`config.mk`:
```
export PLATFORM = sky130hd
export DESIGN_NAME = packbits_line_decode_interleave
export DESIGN_NICKNAME = d
export VERILOG_FILES = /design/src/hdl/pld_pkg.sv /design/src/hdl/pld_ram.sv /design/src/hdl/pld_obuf.sv /design/src/hdl/pld_seq.sv /design/src/hdl/packbits_line_decode_interleave.sv
export VERILOG_INCLUDE_DIRS = /design/src /design/src/hdl
export SDC_FILE = /design/constraint.sdc
export NUM_CORES = 1
export LEC_CHECK = 0
export ABC_AREA = 0
export BUFFER_PORTS_ARGS = -buffer_cell sky130_fd_sc_hd__buf_2
export CAP_MARGIN = 20
export CORE_MARGIN = 3
export CORE_UTILIZATION = 50
export CTS_CLUSTER_SIZE = 30
export DETAILED_ROUTE_END_ITERATION = 10
export GPL_ROUTABILITY_DRIVEN = 0
export PLACE_DENSITY_LB_ADDON = 0.3
export RECOVER_POWER = 25
export SETUP_SLACK_MARGIN = 0.1
export SYNTH_ARGS = -nofsm -noshare
export SYNTH_HDL_FRONTEND = slang
export SYNTH_SLANG_ARGS = --single-unit
```
`constraint.sdc`:
```
create_clock -name clk -period 4.65 [get_ports clk]
set_clock_uncertainty 0.05 [all_clocks]
set_input_delay 0.465 -clock clk [delete_from_list [all_inputs] [get_ports clk]]
set_output_delay 0.465 -clock clk [all_outputs]
set_load 0.02 [all_outputs]
```
`src/hdl/packbits_line_decode_interleave_macros.svh`:
```
// Assertion macros used by the PackBits line decoder sequencer.
`ifndef PACKBITS_LINE_DECODE_INTERLEAVE_MACROS_SVH
`define PACKBITS_LINE_DECODE_INTERLEAVE_MACROS_SVH

// Same-cycle implication, sampled on clk, off while rst is high.
`define PLD_ASSERT_IMP(label, ante, cons, msg) \
  label: assert property (@(posedge clk) disable iff (rst) (ante) |-> (cons)) \
    else $error(msg);

// Next-cycle implication, sampled on clk, off while rst is high.
`define PLD_ASSERT_NXT(label, ante, cons, msg) \
  label: assert property (@(posedge clk) disable iff (rst) (ante) |=> (cons)) \
    else $error(msg);

`endif

```
`src/hdl/pld_pkg.sv`:
```
// Types and constants of the PackBits line decoder.
`timescale 1ns / 1ps

package pld_pkg;

  // Resolution mode codes
  localparam logic [1:0] MODE_LOW  = 2'd0;
  localparam logic [1:0] MODE_MED  = 2'd1;
  localparam logic [1:0] MODE_MONO = 2'd2;

  // Decoder phase codes
  localparam logic [1:0] PHASE_CONTROL = 2'd0;
  localparam logic [1:0] PHASE_LITERAL = 2'd1;
  localparam logic [1:0] PHASE_REPEAT  = 2'd2;

  // Line geometry
  localparam logic [7:0] LINE_LEN_FULL = 8'd160;
  localparam logic [7:0] LINE_LEN_MONO = 8'd80;
  localparam logic [5:0] LAST_PAIR_FULL = 6'd39;
  localparam logic [5:0] LAST_PAIR_MONO = 6'd19;
  localparam logic [6:0] STRIDE_FOUR_PLANE = 7'd20;
  localparam logic [6:0] STRIDE_TWO_PLANE  = 7'd40;

  // Control byte that does nothing
  localparam logic [7:0] CTRL_NOP = 8'h80;

  // One emitted word pair
  typedef struct packed {
    logic [5:0]  pair_index;
    logic [31:0] word_pair;
    logic        last_of_line;
    logic        overrun;
  } pair_t;

  // Plane base word for four-plane interleave: 0, 20, 40, 60
  function automatic logic [6:0] plane_base4(input logic [1:0] plane);
    logic [6:0] base;
    base = 7'd0;
    case (plane)
      2'd0: base = 7'd0;
      2'd1: base = STRIDE_FOUR_PLANE;
      2'd2: base = 7'd40;
      default: base = 7'd60;
    endcase
    return base;
  endfunction

endpackage

```
`src/hdl/pld_ram.sv`:
```
// Generic single-write, single-read RAM with registered read data.
`timescale 1ns / 1ps

module pld_ram #(
  parameter int WIDTH = 8,
  parameter int DEPTH = 160
) (
  input  logic                     clk,
  input  logic                     we,
  input  logic [$clog2(DEPTH)-1:0] waddr,
  input  logic [WIDTH-1:0]         wdata,
  input  logic [$clog2(DEPTH)-1:0] raddr,
  output logic [WIDTH-1:0]         rdata
);

  logic [WIDTH-1:0] mem [DEPTH];

  // Write and registered read
  always_ff @(posedge clk) begin
    if (we) begin
      mem[waddr] <= wdata;
    end
    rdata <= mem[raddr];
  end

endmodule

```
`src/hdl/pld_obuf.sv`:
```
// One-entry output register for emitted word pairs.
`timescale 1ns / 1ps

module pld_obuf (
  input  logic           clk,
  input  logic           rst,
  input  logic           push,
  input  pld_pkg::pair_t din,
  output logic           ready,
  output logic           valid,
  input  logic           take,
  output pld_pkg::pair_t dout
);

  // Accept a new pair when empty or when the held one leaves this cycle
  assign ready = !valid || take;

  // Hold valid until the transaction completes
  always_ff @(posedge clk) begin
    if (rst) begin
      valid <= 1'b0;
    end else if (push) begin
      valid <= 1'b1;
    end else if (take) begin
      valid <= 1'b0;
    end
  end

  // Load payload
  always_ff @(posedge clk) begin
    if (push) begin
      dout <= din;
    end
  end

endmodule

```
`src/hdl/pld_seq.sv`:
```
// Decode sequencer: run expansion into the line store and interleaved readout.
`timescale 1ns / 1ps

module pld_seq #(
  parameter int ADDR_W = 8
) (
  input  logic              clk,
  input  logic              rst,
  input  logic [1:0]        mode,
  input  logic              in_valid,
  output logic              in_ready,
  input  logic [7:0]        in_byte,
  output logic              ram_we,
  output logic [ADDR_W-1:0] ram_waddr,
  output logic [7:0]        ram_wdata,
  output logic [ADDR_W-1:0] ram_raddr,
  input  logic [7:0]        ram_rdata,
  output logic              push,
  input  logic              obuf_ready,
  output pld_pkg::pair_t    pair_out
);

  `include "packbits_line_decode_interleave_macros.svh"

  localparam logic [2:0] S_IDLE  = 3'd0;
  localparam logic [2:0] S_FILL  = 3'd1;
  localparam logic [2:0] S_CHECK = 3'd2;
  localparam logic [2:0] S_EMIT  = 3'd3;
  localparam logic [2:0] S_PUSH  = 3'd4;

  logic [2:0]  state, state_next;
  logic [1:0]  phase, phase_next;
  logic [7:0]  fill, fill_next;
  logic [7:0]  run, run_next;
  logic        spilled, spilled_next;
  logic [7:0]  value, value_next;
  logic        ctrl_pending, ctrl_pending_next;
  logic [5:0]  pair, pair_next;
  logic [2:0]  rd_k, rd_k_next;
  logic [31:0] word, word_next;

  logic [7:0]  len;
  logic [5:0]  pairs_last;
  logic        full_mode;
  logic [7:0]  parse_src;
  logic [7:0]  parse_run;
  logic [1:0]  parse_phase;
  logic [6:0]  out_word;
  logic [6:0]  src_word;

  // Line geometry from the mode; code three acts as monochrome
  assign full_mode  = (mode == pld_pkg::MODE_LOW) || (mode == pld_pkg::MODE_MED);
  assign len        = full_mode ? pld_pkg::LINE_LEN_FULL : pld_pkg::LINE_LEN_MONO;
  assign pairs_last = full_mode ? pld_pkg::LAST_PAIR_FULL : pld_pkg::LAST_PAIR_MONO;

  // Control byte decode: literal n+1, repeat 257-n, no-op
  assign parse_src = ctrl_pending ? value : in_byte;
  always_comb begin
    parse_run   = 8'd0;
    parse_phase = pld_pkg::PHASE_CONTROL;
    if (!parse_src[7]) begin
      parse_run   = parse_src + 8'd1;
      parse_phase = pld_pkg::PHASE_LITERAL;
    end else if (parse_src != pld_pkg::CTRL_NOP) begin
      parse_run   = (~parse_src) + 8'd2;
      parse_phase = pld_pkg::PHASE_REPEAT;
    end
  end

  // Map output word to plane-sequential source word
  assign out_word = {pair, rd_k[1]};
  always_comb begin
    if (mode == pld_pkg::MODE_LOW) begin
      src_word = pld_pkg::plane_base4(out_word[1:0]) + {2'b00, out_word[6:2]};
    end else if (mode == pld_pkg::MODE_MED) begin
      src_word = (out_word[0] ? pld_pkg::STRIDE_TWO_PLANE : 7'd0)
               + {1'b0, out_word[6:1]};
    end else begin
      src_word = out_word;
    end
  end
  assign ram_raddr = ADDR_W'({src_word, rd_k[0]});

  assign in_ready  = (state == S_IDLE);
  assign ram_waddr = ADDR_W'(fill);
  assign ram_wdata = (state == S_FILL) ? value : in_byte;

  assign pair_out.pair_index   = pair;
  assign pair_out.word_pair    = word;
  assign pair_out.last_of_line = (pair == pairs_last);
  assign pair_out.overrun      = spilled;

  // Sequence decode, fill and readout
  always_comb begin
    state_next        = state;
    phase_next        = phase;
    fill_next         = fill;
    run_next          = run;
    spilled_next      = spilled;
    value_next        = value;
    ctrl_pending_next = ctrl_pending;
    pair_next         = pair;
    rd_k_next         = rd_k;
    word_next         = word;
    ram_we            = 1'b0;
    push              = 1'b0;
    unique case (state)
      S_IDLE: begin
        if (in_valid) begin
          case (phase)
            pld_pkg::PHASE_LITERAL: begin
              if (fill < len) begin
                ram_we    = 1'b1;
                fill_next = fill + 8'd1;
              end else begin
                spilled_next = 1'b1;
                if (fill > len) begin
                  fill_next = len;
                end
              end
              if (run != 8'd0) begin
                run_next = run - 8'd1;
              end
              if (run <= 8'd1) begin
                phase_next = pld_pkg::PHASE_CONTROL;
                state_next = S_CHECK;
              end
            end
            pld_pkg::PHASE_REPEAT: begin
              value_next = in_byte;
              state_next = S_FILL;
            end
            default: begin
              if (fill >= len) begin
                value_next        = in_byte;
                ctrl_pending_next = 1'b1;
                pair_next         = 6'd0;
                rd_k_next         = 3'd0;
                state_next        = S_EMIT;
              end else begin
                run_next   = parse_run;
                phase_next = parse_phase;
              end
            end
          endcase
        end
      end
      S_FILL: begin
        if (run == 8'd0) begin
          phase_next = pld_pkg::PHASE_CONTROL;
          state_next = S_CHECK;
        end else if (fill < len) begin
          ram_we    = 1'b1;
          fill_next = fill + 8'd1;
          run_next  = run - 8'd1;
        end else begin
          // drop the rest of the run past the line end
          spilled_next = 1'b1;
          run_next     = 8'd0;
          if (fill > len) begin
            fill_next = len;
          end
        end
      end
      S_CHECK: begin
        if (fill >= len) begin
          ctrl_pending_next = 1'b0;
          pair_next         = 6'd0;
          rd_k_next         = 3'd0;
          state_next        = S_EMIT;
        end else begin
          state_next = S_IDLE;
        end
      end
      S_EMIT: begin
        // issue four byte reads, shift each one in on the cycle after its read
        if (rd_k != 3'd0) begin
          word_next = {word[23:0], ram_rdata};
        end
        rd_k_next = rd_k + 3'd1;
        if (rd_k == 3'd4) begin
          state_next = S_PUSH;
        end
      end
      S_PUSH: begin
        if (obuf_ready) begin
          push = 1'b1;
          if (pair == pairs_last) begin
            fill_next         = 8'd0;
            spilled_next      = 1'b0;
            phase_next        = pld_pkg::PHASE_CONTROL;
            run_next          = 8'd0;
            ctrl_pending_next = 1'b0;
            state_next        = S_IDLE;
            if (ctrl_pending) begin
              run_next   = parse_run;
              phase_next = parse_phase;
            end
          end else begin
            pair_next  = pair + 6'd1;
            rd_k_next  = 3'd0;
            state_next = S_EMIT;
          end
        end
      end
      default: begin
        state_next = S_IDLE;
      end
    endcase
  end

  // Control registers
  always_ff @(posedge clk) begin
    if (rst) begin
      state        <= S_IDLE;
      phase        <= pld_pkg::PHASE_CONTROL;
      fill         <= 8'd0;
      run          <= 8'd0;
      spilled      <= 1'b0;
      ctrl_pending <= 1'b0;
    end else begin
      state        <= state_next;
      phase        <= phase_next;
      fill         <= fill_next;
      run          <= run_next;
      spilled      <= spilled_next;
      ctrl_pending <= ctrl_pending_next;
    end
  end

  // Payload registers
  always_ff @(posedge clk) begin
    value <= value_next;
    pair  <= pair_next;
    rd_k  <= rd_k_next;
    word  <= word_next;
  end

  `PLD_ASSERT_IMP(a_write_in_line, ram_we, fill < len, "store write past line end")
  `PLD_ASSERT_IMP(a_control_no_run, phase == pld_pkg::PHASE_CONTROL, run == 8'd0,
                  "run count left while expecting a control byte")
  `PLD_ASSERT_IMP(a_pending_in_emit, ctrl_pending, (state == S_EMIT) || (state == S_PUSH),
                  "held control byte outside line emission")
  `PLD_ASSERT_NXT(a_line_clears, push && (pair == pairs_last), (fill == 8'd0) && !spilled,
                  "line state not cleared after last pair")

endmodule

```
`src/hdl/packbits_line_decode_interleave.sv`:
```
// Decoding: each literal byte is stored as it arrives, and the byte that closes a run is
// followed by a line-end check; a repeat run takes its value byte, then writes it into the store.
// Line emission reads the line store one byte a cycle, four reads per pair, and each
// pair then waits in a push state until the output register can take it.
// Throughput: one compressed byte at a time; ready only while the sequencer is idle.
// Reset (rst, synchronous) clears the decoder state and sets mode 1; no store clearing.
`timescale 1ns / 1ps

module packbits_line_decode_interleave #(
  parameter int LINE_STORE_BYTES = 160
) (
  input  logic        clk,
  input  logic        rst,
  input  logic        cfg_we,
  input  logic [1:0]  cfg_wdata,      // resolution_mode
  input  logic        s_axis_tvalid,
  output logic        s_axis_tready,
  input  logic [7:0]  s_axis_tdata,   // [7:0] code_byte
  output logic        m_axis_tvalid,
  input  logic        m_axis_tready,
  output logic [39:0] m_axis_tdata,   // [5:0] pair_index, [37:6] word_pair, [39:38] zero
  output logic        m_axis_tlast,   // last_of_line
  output logic        m_axis_tuser    // overrun
);

  localparam int ADDR_W = $clog2(LINE_STORE_BYTES);

  logic [1:0]        resolution_mode;
  logic              ram_we;
  logic [ADDR_W-1:0] ram_waddr;
  logic [7:0]        ram_wdata;
  logic [ADDR_W-1:0] ram_raddr;
  logic [7:0]        ram_rdata;
  logic              push;
  logic              obuf_ready;
  pld_pkg::pair_t    pair_seq;
  pld_pkg::pair_t    pair_out;

  // Mode register
  always_ff @(posedge clk) begin
    if (rst) begin
      resolution_mode <= pld_pkg::MODE_MED;
    end else if (cfg_we) begin
      resolution_mode <= cfg_wdata;
    end
  end

  pld_seq #(
    .ADDR_W(ADDR_W)
  ) u_seq (
    .clk       (clk),
    .rst       (rst),
    .mode      (resolution_mode),
    .in_valid  (s_axis_tvalid),
    .in_ready  (s_axis_tready),
    .in_byte   (s_axis_tdata),
    .ram_we    (ram_we),
    .ram_waddr (ram_waddr),
    .ram_wdata (ram_wdata),
    .ram_raddr (ram_raddr),
    .ram_rdata (ram_rdata),
    .push      (push),
    .obuf_ready(obuf_ready),
    .pair_out  (pair_seq)
  );

  pld_ram #(
    .WIDTH(8),
    .DEPTH(LINE_STORE_BYTES)
  ) u_line_store (
    .clk  (clk),
    .we   (ram_we),
    .waddr(ram_waddr),
    .wdata(ram_wdata),
    .raddr(ram_raddr),
    .rdata(ram_rdata)
  );

  pld_obuf u_obuf (
    .clk  (clk),
    .rst  (rst),
    .push (push),
    .din  (pair_seq),
    .ready(obuf_ready),
    .valid(m_axis_tvalid),
    .take (m_axis_tready),
    .dout (pair_out)
  );

  // Pack result fields
  assign m_axis_tdata = {2'b00, pair_out.word_pair, pair_out.pair_index};
  assign m_axis_tlast = pair_out.last_of_line;
  assign m_axis_tuser = pair_out.overrun;

endmodule
```
# Yosys cells after proc, flatten, opt, wreduce, memory -nomap -nowiden
# Memory sizes are Yosys's and may differ from the RTL's. A register that Yosys moved wholly into a read port is not among the register bits.
# Cells that the tools add are included.
[word_totals]
reg_bits = 115
ram_bits = 1280
in_bits = 15
out_inout_bits = 44
elab_cells = 170
memories = 1
[op_classes]
addsub = 8
order_cmp = 4
n_eq_ne = 28
mux = 87
bitwise_logic = 2
n_reduce_logical = 24
[mem_list]
columns = ["memory", "depth", "width", "rd", "rd_ports_with_merged_regs", "wr", "line", "text"]
rows = [
  ["u_line_store.mem", 160, 8, 1, 1, 1, "pld_ram.sv:16", "logic [WIDTH-1:0] mem [DEPTH];"],
]
[ops]
columns = ["op", "count"]
rows = [
  ["two-way mux 8 bit", 21],
  ["one-hot mux 8 bit (3 select lines)", 2],
  ["two-way mux 6 bit", 7],
  ["one-hot mux 6 bit (3 select lines)", 2],
  ["two-way mux 3 bit", 11],
  ["one-hot mux 8 bit (2 select lines)", 2],
  ["two-way mux 2 bit", 11],
  ["two-way mux 7 bit", 3],
  ["two-way mux 1 bit", 20],
  ["adder 8 x 1 -> 8 bit (second input constant)", 2],
  ["AND reduction 8 bit", 2],
  ["one-hot mux 3 bit (5 select lines)", 1],
  ["inequality test 2 bit (second input constant)", 7],
  ["one-hot mux 3 bit (4 select lines)", 1],
  ["AND reduction 6 bit", 2],
  ["inequality test 2 x 1 -> 1 bit (second input constant)", 5],
  ["AND reduction 5 bit", 2],
  ["nonzero test 3 bit", 3],
  ["adder 8 x 2 -> 8 bit (second input constant)", 1],
  ["greater-or-equal comparator 8 bit", 1],
  ["> comparator 8 bit", 1],
  ["less-or-equal comparator 8 x 1 -> 1 bit (second input constant)", 1],
  ["zero test 8 bit", 1],
  ["< comparator 8 bit", 1],
  ["33 further kinds", 43],
]

# Longest topological paths before layout
[depth]
depth_word = 10
mapped_depth = 15
mapped_depth_nobuf = 11

# Cells and area by module
# A second synthesis with hierarchy kept.
[unflattened]
hier_cells = 3010
hier_area_um2 = 56200.2
[by_module_without_submodules]
columns = ["mod", "n_inst", "cells_each", "area_per_inst_um2", "seq_area_each_um2"]
rows = [
  ["pld_ram", 1, 2489, 50382.1, 38597.0],
  ["pld_seq", 1, 468, 4483.0, 1931.9],
  ["pld_obuf", 1, 44, 1247.4, 1221.2],
  ["packbits_line_decode_interleave", 1, 9, 87.6, 40.0],
]

# Least setup slack after synthesis
# Ideal clock, no wire load.
[synth_timing]
path_type = "flip-flop to flip-flop"
startpoint = "reg u_seq.rd_k[0]"
endpoint = "reg u_seq.word[0], enable pin"
setup_ns = 0.432
arrival_ns = 2.888
required_ns = 4.168
slack_ns = 1.280
path_stages_with_launch = 7
path_buffers = 3
period_less_slack_ns = 3.370
path_cell_list = "edfxtp_1 > inv_1 > clkbuf_1 > buf_1 > clkbuf_1 > ha_1 > a21oi_1"
[synth_via]
elab_chain_cells = 2
[synth_rtl]
columns = ["item", "line", "text"]
rows = [
  ["start: declaration", "pld_seq.sv:39", "logic [2:0] rd_k, rd_k_next;"],
  ["start signal: assignment", "pld_seq.sv:235", "rd_k <= rd_k_next;"],
  ["nonzero test 3 bit", "pld_seq.sv:177", "if (rd_k != 3'd0) begin"],
  ["AND reduction 2 bit (no source line)", "-", ""],
  ["end signal: assignment", "pld_seq.sv:236", "word <= word_next;"],
  ["end: declaration", "pld_seq.sv:40", "logic [31:0] word, word_next;"],
]
# Every way passes these cells.
# A chain may end at the register's enable or synchronous reset.

# Worst setup path in the final report
[layout_timing]
startpoint = "reg resolution_mode[1]"
endpoint = "mem u_line_store.mem[35][4], enable pin"
[layout_via]
elab_chain_cells = 10
word_cells_on_any_way = 12
classes_between = "order compare: 1; eq/ne: 1; mux: 8; reduce/logical: 2"
[layout_rtl]
columns = ["item", "line", "text"]
rows = [
  ["start: declaration", "packbits_line_decode_interleave.sv:28", "logic [1:0] resolution_mode;"],
  ["start signal: assignment", "packbits_line_decode_interleave.sv:42", "resolution_mode <= pld_pkg::MODE_MED;"],
  ["start signal: assignment", "packbits_line_decode_interleave.sv:44", "resolution_mode <= cfg_wdata;"],
  ["equality test 2 x 1 -> 1 bit / zero test 2 bit (equally long branches)", "pld_seq.sv:52", "assign full_mode = (mode == pld_pkg::MODE_LOW) || (mode == pld_pkg::MODE_MED);"],
  ["logical OR 1 bit *", "pld_seq.sv:52", ""],
  ["two-way mux 8 bit *", "pld_seq.sv:53", "assign len = full_mode ? pld_pkg::LINE_LEN_FULL : pld_pkg::LINE_LEN_MONO;"],
  ["< comparator 8 bit *", "pld_seq.sv:112, pld_seq.sv:152", ""],
  ["two-way mux 1 bit *", "pld_seq.sv:112, pld_seq.sv:152", ""],
  ["two-way mux 1 bit", "pld_seq.sv:110", "case (phase)"],
  ["two-way mux 1 bit", "pld_seq.sv:109", "if (in_valid) begin"],
  ["one-hot mux 1 bit (2 select lines) *", "pld_seq.sv:107", "unique case (state)"],
  ["two-way mux 1 bit *", "pld_ram.sv:20", "if (we) begin"],
  ["two-way mux 1 bit (implied by the code) *", "pld_ram.sv:21", "mem[waddr] <= wdata;"],
  ["end: declaration", "pld_ram.sv:16", ""],
]
# Mark *: on every way between the ends. The rest lies on a longest branch, timed or not.

==> summary.txt <==
Status
  • Outcome: complete, but fails checks
  • Violations in the final reports: max-capacitance violations, max-slew violations

Clock tree
  • Setup Buffers After CTS: 0
  • Depth of the CTS H-tree: 4
  • Reg clk slew, reported paths: 60 ps
  • Total clock buffers created by CTS: 137
  • Clock tree from TritonCTS: yes
  • Clock tree sinks: 1403
  • Source-to-sink clock delay at the later pin of the worst-skew pair: 750 ps
  • Buffers from clock root to sink, at most: 3
  • Buffer cell driving the clock tree root: sky130_fd_sc_hd__clkbuf_16

Power
  • Net load switching power: 0.00992 W
  • Maximum ir drop on the vdd rail: 0.305 mV
  • Total power draw: 0.0335 W
  • Combinational group share of total power: 21.5%
  • Internal power of the cells: 0.0236 W
  • Portion of total power attributed to the clock network: 33.9%
  • Leakage dissipation: 20.6 nW
  • Power Dens Cells: 531 nW/um^2
  • Flop pwr share: 44.6%
  • Fraction of power spent switching nets: 29.6%

Critical path
  • Highest cell delay on the worst timing path: 830 ps
  • Kind of start point of the critical path: flip-flop
  • FF-to-FF Start: resolution_mode[1]
  • Setup Crit Path Kind: reg -> reg
  • Cells traversed along the worst timing path: inv_2 > ha_1 > maj3_1 > a21oi_1 > nand2_1 > nor3_1 > nand2_1 > nor2_1
  • Critical path endpoint: u_line_store.mem[35][4]
  • Register-to-register path setup slack: 130 ps
  • Length in cells of the worst reg-to-reg path: 8
  • Start point of the critical path: resolution_mode[1]
  • Total buffers and inverters traversed by the critical path: 1
  • Worst reg2reg path endpoint: u_line_store.mem[35][4]
  • Top cell family by delay on the critical path: simple AND/OR/NAND/NOR gates
  • Count of cell instances traversed by the critical path: 8
  • Worst EP arrival: 4840 ps
  • Worst EP required: 4960 ps
  • Worst-path maximum fanout: 16
  • Slowest cell on the critical path: sky130_fd_sc_hd__nor2_1
  • CP dominant cell by count: sky130_fd_sc_hd__nand2_1
  • Setup crit end kind: flip-flop

STA
  • Setup repair after global routing missed its margin: yes
  • Final clock period utilization by the worst path: 97.3%
  • Total Negative Setup Slacks: 0 ps
  • Shortest period the worst path allows: 4520 ps
  • Worst slew margin relative to its limit: -103%
  • Highest clock frequency the design can meet: 221 MHz
  • Total count of max-transition violations in the final report: 908
  • Count of endpoints failing hold in the final timing report: 0
  • Tightest Pin Transition: 3050 ps
  • Number of setup violations in the final report: 0
  • Minimum hold slack: 46.0 ps

Finish
  • Layout Nets: 3731
  • Fraction of final layout cells sized beyond drive strength 1: 14.1%
  • Share of the core filled with cells: 57.5%
  • Area delta synth->final: 13.0%

Yosys
  • List of most frequent post-synthesis cells: sky130_fd_sc_hd__edfxtp_1, sky130_fd_sc_hd__nand2_1, sky130_fd_sc_hd__nor2_1, sky130_fd_sc_hd__nand3_1, sky130_fd_sc_hd__mux4_2
  • Number of different library cells in the post-synthesis netlist: 76
  • Yosys synthesis warning count: 0
  • Cell taking the most area after synthesis: sky130_fd_sc_hd__edfxtp_1
  • Dominant cell by count in the synthesized netlist: sky130_fd_sc_hd__edfxtp_1
  • Share of synthesized flip-flops with an asynchronous set or reset: 0%
  • Synthesized instance count: 3548
  • Main area contributors after synthesis: sky130_fd_sc_hd__edfxtp_1, sky130_fd_sc_hd__mux4_2, sky130_fd_sc_hd__nand2_1
  • EDFF count, synth: 1369
  • Seq cells post-synth: 1403
  • Yosys top cell area share: 73.6%
  • Sequential element share of the synthesized area: 74.9%
  • Top flip-flop cell by instance count after synthesis: sky130_fd_sc_hd__edfxtp_1
  • Post-Synthesis Cell Area: 55800 sq um
  • Avg Cell Area, Syn: 15.7 sq um

Floorplanning
  • Die width: 340 um
  • Die Area: 116000 sq um
  • Vertical extent of the die: 340 um
  • Starting Density: 50.9%
  • # rows: 121
  • Placeable core region: 110000 sq um
  • I/O pin count: 59

Job
  • Number of maximum-capacitance constraint violations: 9

Route
  • Final antenna-violating net count: 0
  • Pre-antenna DRT Iters: 6
  • Via count normalized by instance count: 6.19
  • Drt total wl: 148 mm
  • Starting DRC count in detailed routing: 4719
  • Post-route DRC: 0
  • DR vias: 32.7k
  • Average wire per standard cell: 28.0 um

GRT
  • Largest net degree at the start of global routing: 161
  • Number of antenna violations at the first check in global routing: 5
  • Number of global-route vias before repair: 31.3k
  • First-pass GRT wire length: 216 mm
  • Final global-route overflow total: 0
  • Total global-route track usage: 25.4%

Placed design
  • Detail Placement HPWL: 90.5 mm
  • Port Buffers: 56

Worst hold path
  • Min-delay worst type: in -> reg
==> logic make-up after synthesis <==
kind of cell             synth area share [%]
other                                 0.00672
adder cells (fa/ha/maj)                 0.592
multiplexers                             8.44
AO/OA/AOI/OAI                            4.92
XOR/XNOR                                0.282
AND/OR/NAND/NOR                          8.97
flip-flops                               74.9
buffers and inverters                    1.92
==> final cells by class <==
| class | instances | area (sq um) |
|---|---|---|
| Tap cell | 1476 | 1850 |
| Antenna cell | 2 | 5.00 |
| Inverter | 28 | 105 |
| Clock buffer | 170 | 3630 |
| Sequential cell | 1403 | 41800 |
| Multi-Input combinational cell | 1918 | 13200 |
| Fill cell | 8214 | 46700 |
| Timing Repair Buffer | 203 | 1550 |
| Clock inverter | 79 | 983 |
==> repair_timing <==
| action | 4_1_cts | 5_1_grt |
|---|---|---|
| gates resized for setup | 2 | 18 |
| hold endpoints to repair | 10 | 0 |
| endpoints found under the setup margin | 30 | 604 |
| hold buffers | 12 | 0 |
==> worst min path at each step <==
stage,start,endpoint,slack (ps),depth (start not counted)
6_report,m_axis_tready,u_obuf.valid,50,3
5_1_grt,m_axis_tready,u_obuf.valid,70,3
4_1_cts,m_axis_tready,u_obuf.valid,10,3
3_5_place_dp,u_seq.word[28],u_obuf.dout[30],360,0
3_3_place_gp,u_seq.word[26],u_obuf.dout[28],350,0
2_1_floorplan,u_line_store.rdata[0],u_seq.word[0],340,0
==> power groups by stage <==
stage	registers, W	logic (W)	clock network, W
after CTS	0.0149	0.00715	0.0115
final	0.0149	0.00721	0.0114
after detailed placement	0.0151	0.00711	0
after global routing	0.0149	0.00759	0.0120
after global placement	0.0151	0.00706	0
after floorplan	0.0151	0.00424	0
==> flip-flops by register name, indices dropped and copies added, names as in the netlist <==
register            flops
u_seq.ctrl_pending      1
u_seq.ram_waddr         8
u_line_store.rdata      8
u_seq.run               8
u_obuf.valid            1
u_seq.state             3
u_seq.rd_k              3
u_seq.phase             2
u_obuf.dout            40
u_seq.pair              6
u_line_store.mem     1280
resolution_mode         2
u_seq.value             8
u_seq.spilled           1
u_seq.word             32
==> cell usage in the layout, fill, tap and decap left out, drive strengths merged, types with 6 or more instances in the layout <==
| master | instances |
|---|---|
| a2111oi | 9 |
| a211o | 7 |
| a211oi | 15 |
| a21oi | 89 |
| a221oi | 11 |
| a22oi | 25 |
| a31oi | 59 |
| a32o | 8 |
| a32oi | 11 |
| and2 | 7 |
| and3 | 8 |
| buf | 139 |
| bufinv | 19 |
| clkbuf | 222 |
| clkinv | 49 |
| dfxtp | 34 |
| dlygate4sd3 | 12 |
| edfxtp | 1369 |
| ha | 24 |
| inv | 36 |
| mux2 | 15 |
| mux2i | 136 |
| mux4 | 141 |
| nand2 | 593 |
| nand2b | 7 |
| nand3 | 232 |
| nand4 | 23 |
| nor2 | 246 |
| nor2b | 11 |
| nor3 | 24 |
| nor4 | 6 |
| o2111ai | 16 |
| o211ai | 19 |
| o21ai | 41 |
| o221ai | 8 |
| o22ai | 36 |
| or4 | 10 |
| xnor2 | 12 |
| xor2 | 6 |
==> layer usage <==
layer,vias to the layer above,wire (um),track usage (%)
li1,14000,-,-
met1,16400,57400,35.9
met3,326,15400,5.17
met4,2,7140,11.3
met5,-,13,0
met2,1922,67900,38.6
==> worst register-to-register path, delay by kind of cell, from the launching register on <==
kind / cells / cell delay (ps)
AND/OR/NAND/NOR: 4 / 2560
buffers and inverters: 1 / 130
flip-flops: 1 / 580
AO/OA/AOI/OAI: 1 / 200
adder cells (fa/ha/maj): 2 / 620
==> through the flow <==
| stage | area, sq um | setup slack (ps) | cells |
|---|---|---|---|
| floorplan | 55800 | 1280 | 3549 |
| global placement | 58400 | 106 | 5016 |
| CTS | 63200 | 90.9 | 5277 |
| detailed placement | 58400 | 47.1 | 5016 |
| global route | 63100 | 28.7 | 5277 |
| finish | 63100 | 128 | 5279 |
Power figures use the tool's default switching activity.
